`src/rtl/acpu_pkg.sv`:
```
// Shared types, opcodes and constants for the accumulator CPU execute stage.
package acpu_pkg;

   localparam int WORD_BITS   = 16;
   localparam int ADDR_BITS   = 12;
   localparam int QUEUE_DEPTH = 2;

   typedef logic [WORD_BITS-1:0] word_type;
   typedef logic [ADDR_BITS-1:0] addr_type;

   typedef enum logic [3:0] {
      OP_NOP      = 4'd0,
      OP_LOAD     = 4'd1,
      OP_STORE    = 4'd2,
      OP_ADD      = 4'd3,
      OP_SUBT     = 4'd4,
      OP_IN       = 4'd5,
      OP_OUT      = 4'd6,
      OP_HALT     = 4'd7,
      OP_SKIPCOND = 4'd8,
      OP_JUMP     = 4'd9,
      OP_CLEAR    = 4'd10,
      OP_ADDI     = 4'd11,
      OP_JUMPI    = 4'd12,
      OP_LOADI    = 4'd13,
      OP_STOREI   = 4'd14,
      OP_SUBTI    = 4'd15
   } opcode_type;

   // skipcond selectors
   localparam addr_type SKIP_NEG  = 12'h000;
   localparam addr_type SKIP_ZERO = 12'h400;
   localparam addr_type SKIP_POS  = 12'h800;

   typedef struct packed {
      opcode_type opcode;
      addr_type   address;
      word_type   in_value;
      logic       rd_ptr;
      logic       rd_data;
      logic       wr_mem;
   } decoded_type;

   typedef struct packed {
      logic full;
      logic empty;
   } queue_status_type;

   typedef struct packed {
      logic clearing;
   } back_status_type;

   typedef enum logic [1:0] {
      BK_CLEAR,
      BK_ISSUE,
      BK_PTR,
      BK_DATA
   } back_state_type;

endpackage

```
`src/rtl/acpu_queue.sv`:
```
// Two-entry queue of decoded instructions between the front and back ends.
module acpu_queue (
   input  logic                       clock,
   input  logic                       reset,
   input  logic                       push,
   input  acpu_pkg::decoded_type      push_data,
   input  logic                       pop,
   output acpu_pkg::decoded_type      head,
   output acpu_pkg::queue_status_type status
);
   import acpu_pkg::*;

   localparam int PTR_BITS = $clog2(QUEUE_DEPTH);
   localparam int CNT_BITS = $clog2(QUEUE_DEPTH + 1);

   decoded_type         entry_ff [QUEUE_DEPTH];
   logic [PTR_BITS-1:0] wr_ptr_ff, wr_ptr_in;
   logic [PTR_BITS-1:0] rd_ptr_ff, rd_ptr_in;
   logic [CNT_BITS-1:0] count_ff, count_in;

   assign head         = entry_ff[rd_ptr_ff];
   assign status.full  = (count_ff == CNT_BITS'(QUEUE_DEPTH));
   assign status.empty = (count_ff == '0);

   always_comb begin
      wr_ptr_in = wr_ptr_ff;
      rd_ptr_in = rd_ptr_ff;
      count_in  = count_ff;
      if (push) begin
         wr_ptr_in = (wr_ptr_ff == PTR_BITS'(QUEUE_DEPTH - 1)) ? '0 : wr_ptr_ff + 1'b1;
      end
      if (pop) begin
         rd_ptr_in = (rd_ptr_ff == PTR_BITS'(QUEUE_DEPTH - 1)) ? '0 : rd_ptr_ff + 1'b1;
      end
      if (push && !pop) begin
         count_in = count_ff + 1'b1;
      end else if (pop && !push) begin
         count_in = count_ff - 1'b1;
      end
   end

   always_ff @(posedge clock) begin
      if (reset) begin
         wr_ptr_ff <= '0;
         rd_ptr_ff <= '0;
         count_ff  <= '0;
      end else begin
         wr_ptr_ff <= wr_ptr_in;
         rd_ptr_ff <= rd_ptr_in;
         count_ff  <= count_in;
      end
   end

   always_ff @(posedge clock) begin
      if (push) begin
         entry_ff[wr_ptr_ff] <= push_data;
      end
   end

endmodule

```
`config.mk`:
```
export PLATFORM = sky130hd
export DESIGN_NAME = acpu_queue
export DESIGN_NICKNAME = d
export VERILOG_FILES = /design/src/rtl/acpu_pkg.sv /design/src/rtl/acpu_queue.sv
export SDC_FILE = /design/constraint.sdc
export NUM_CORES = 1
export LEC_CHECK = 0
export ABC_AREA = 1
export BUFFER_PORTS_ARGS = -buffer_cell sky130_fd_sc_hd__buf_4
export CELL_PAD_IN_SITES_DETAIL_PLACEMENT = 1
export CELL_PAD_IN_SITES_GLOBAL_PLACEMENT = 2
export CORE_ASPECT_RATIO = 0.6
export CORE_MARGIN = 8
export CORE_UTILIZATION = 38
export CTS_BUF_LIST = sky130_fd_sc_hd__clkbuf_16
export DETAILED_ROUTE_END_ITERATION = 8
export GPL_ROUTABILITY_DRIVEN = 0
export GPL_TIMING_DRIVEN = 0
export PLACE_DENSITY = 0.85
export RECOVER_POWER = 50
export SLEW_MARGIN = 20
export SYNTH_ARGS = -nofsm -noshare
export SYNTH_HDL_FRONTEND = slang
export SYNTH_SLANG_ARGS = --single-unit
```
`constraint.sdc`:
```
create_clock -name clock -period 3 [get_ports clock]
set_input_delay 0.15 -clock clock [delete_from_list [all_inputs] [get_ports clock]]
set_output_delay 0.15 -clock clock [all_outputs]
set_load 0.02 [all_outputs]
```
==> flow_metrics.tcl <==
set metrics [dict create \
    outcome "finished, final reports clean" \
    pwr-share-comb_pct 15.5 \
    cp_max_fo 10 \
    clockRootBuffer "clkbuf_16" \
    grt_usage_pct 12.2 \
    antenna_found_initial 0 \
    fin_crit_ns 1.60 \
    cts_buffers 9 \
    crit_slowest_cell "dfxtp_1" \
    synth-seq-cells 75 \
    syn_to_final_growth_pct 42.2 \
    p_leak_nw 1.63 \
    p_switching_mw 0.593 \
    yosysSeqAreaShare_pct 75.8 \
    pwr_density_cell_nw_per_um2 640 \
    crit_arrival_ns 1.45 \
    cap_viol_max_count 0 \
    io_buffer_count 75 \
    grt_remaining_overflow 0 \
    core_area_um2 7330 \
    h-tree-depth 3 \
    row_count 24 \
    fin_ws_ns 1.40 \
    slowest_delay_ns 0.33 \
    die_w_um 129 \
    place_ws_ns 1.56 \
    syn_area_um2 2910 \
    rsz0062_at_grt "no" \
    p_int_mw 2.05 \
    criticalPathCategory "register to output port" \
    route.met2.wl_um 2970 \
    tightest_slew_ns 0.624 \
    io_pins 76 \
    timing.final.crit_share_pct 53.3 \
    cts_tree "built" \
    ant_nets 0 \
    synth_nets 182 \
    finalNetCount 295 \
    die-area_um2 10800 \
    dp_hpwl_um 4430 \
    clkPwrFrac_pct 38.1 \
    critPathTopFamily "buffers and inverters" \
    start_util_pct 39.7 \
    slew_headroom_pct 58.3 \
    worst-path-buf-inv 3 \
    clk_path_buf_depth 2 \
    vias_per_cell 4.40 \
    setup_viol 0 \
    layout-drive-gt1-share_pct 44.6 \
    drt-initial-drc-count 75 \
    critical_path_depth 4 \
    cts_sinks 75 \
    wl_met3_um 646 \
    tns_ns 0 \
    grt_max_degree 32 \
    finalHoldViolations 0 \
    maxSlewViolCount 0 \
    pwr-share-seq_pct 46.4 \
    r2r_cells 2 \
    syn_area_per_cell_um2 20.5 \
    yosys_warnings 0 \
    holdPathStages 2 \
    required_ns 2.85 \
    top_layer "met4" \
    worst_clock_skew_ns 0.00650 \
    synth_cell_type_count 16 \
    grt_pass1_wl_um 9720 \
    vias 1601 \
    grt_pass1_vias 1788 \
    utilization_pct 56.4 \
    crit_chain "buf_6 -> buf_12 -> mux2_4 -> buf_4" \
    path_clk_slew_ns 0.05 \
    wl_met1_um 2690 \
    hp-class "input pin to register" \
    cp-start-kind "register" \
    max_freq_mhz 625 \
    drc 0 \
    drt-total-wl_um 6380 \
    r2r_slack_ns 1.59 \
    dr.pass1.iters 4 \
    power_switching_share_pct 22.4 \
    clkLatencyLatePin_ns 0.33 \
    die_y_um 83.7 \
    syn_inst 142 \
    antennaDiodeCount 0 \
    power_mw 2.65 \
    cts_setup_buffers 0 \
    cp-end-kind "output port" \
    ir_worst_vdd_mv 0.476 \
    wl_per_cell_um 17.5 \
]
-- synth_stat cells (all sizes together) --
| library cell | number | share of area, % |
|---|---|---|
| nand3 | 1 | 0.17 |
| o21ai | 1 | 0.17 |
| inv | 9 | 1.2 |
| nor2 | 7 | 0.90 |
| a21oi | 1 | 0.17 |
| nand4 | 1 | 0.22 |
| nand2 | 5 | 0.65 |
| dfxtp | 5 | 3.4 |
| edfxtp | 70 | 72 |
| buf | 4 | 2.5 |
| mux2 | 35 | 17 |
| xnor2 | 1 | 0.30 |
| ha | 1 | 0.43 |
| nor3 | 1 | 0.17 |
-- flip-flops by register name, indices dropped and copies added, names as in the netlist, named ones only --
signal,flops
wr_ptr_ff,1
rd_ptr_ff,1
count_ff,2
entry_ff,70
-- metrics by stage --
| step | hold WS (ns) | cell area, um2 | instances |
|---|---|---|---|
| 6_report | 0.0208 | 4130 | 364 |
| 2_1_floorplan | 0.222 | 2910 | 142 |
| 4_1_cts | 0.000892 | 4180 | 363 |
| 5_1_grt | 0.0121 | 4130 | 364 |
| 3_3_place_gp | 0.335 | 3600 | 321 |
| 3_5_place_dp | 0.337 | 3650 | 323 |
-- worst paths after layout --
kind / startpoint / endpoint
worst max register to register: wr_ptr_ff / entry_ff[0][16]
worst min register to register: count_ff[0] / count_ff[0]
worst max-delay path: register / head[31]
worst min-delay path: reset / register
-- placed cells by master (no fill, tap or decap) --
cell type,synthesis,final
edfxtp_1,70,70
buf_4,0,38
mux2_4,30,30
dlygate4sd3_1,0,25
clkbuf_4,0,22
clkbuf_1,0,15
inv_1,9,10
clkbuf_16,0,9
nor2_1,7,6
nand2_1,5,5
mux2_2,5,5
dfxtp_1,5,5
buf_12,3,4
clkinv_2,0,3
buf_6,1,1
nor2_4,0,1
o21ai_0,1,1
a21oi_1,1,1
xnor2_1,1,1
nor3_1,1,1
nand3_1,1,1
nand4_1,1,1
ha_1,1,1
clkinvlp_4,0,1
clkinv_1,0,1
bufinv_16,0,1
buf_16,0,1
-- power groups by stage --
| stage | registers [mW] | logic [mW] | clock network (mW) |
|---|---|---|---|
| 4_1_cts | 1.23 | 0.428 | 1.04 |
| 6_report | 1.23 | 0.410 | 1.01 |
| 5_1_grt | 1.23 | 0.439 | 1.08 |
| 2_1_floorplan | 1.24 | 0.231 | 0 |
| 3_3_place_gp | 1.25 | 0.382 | 0 |
| 3_5_place_dp | 1.25 | 0.401 | 0 |
-- worst register-to-register path, cell delays in order, from the launching register on --
cell,delay (ns)
dfxtp_1,0.35
nor2_4,0.52
buf_16,0.24
-- metal layers --
layer / up-vias / track usage [%]
met4: 0 / 4.45
met2: 62 / 19.1
met1: 769 / 13.3
met5: - / 0
li1: 762 / -
met3: 8 / 7.40
-- cell families after synthesis --
family / after synthesis / share of synthesized area [%]
simple gates: 15 / 2.11
fa+ha+maj: 1 / 0.430
buf+inv: 13 / 3.62
xor+xnor: 1 / 0.301
compound gates: 2 / 0.344
flops: 75 / 75.8
mux: 35 / 17.4
-- repair_timing --
| action | CTS | global route |
|---|---|---|
| hold endpoints to repair | 48 | 1 |
| hold buffers | 24 | 1 |
| gates resized for setup | 0 | 0 |
| setup endpoints to repair | 0 | 0 |
-- layout make-up --
| type | instances | area [um2] |
|---|---|---|
| Timing Repair Buffer | 102 | 805 |
| Fill cell | 707 | 3190 |
| Multi-Input combinational cell | 54 | 607 |
| Clock buffer | 9 | 225 |
| Sequential cell | 75 | 2200 |
| Clock inverter | 7 | 60.1 |
| Tap cell | 104 | 130 |
| Inverter | 9 | 33.8 |
| Buffer | 4 | 71.3 |
No activity file was read; power rests on OpenSTA's default activity.
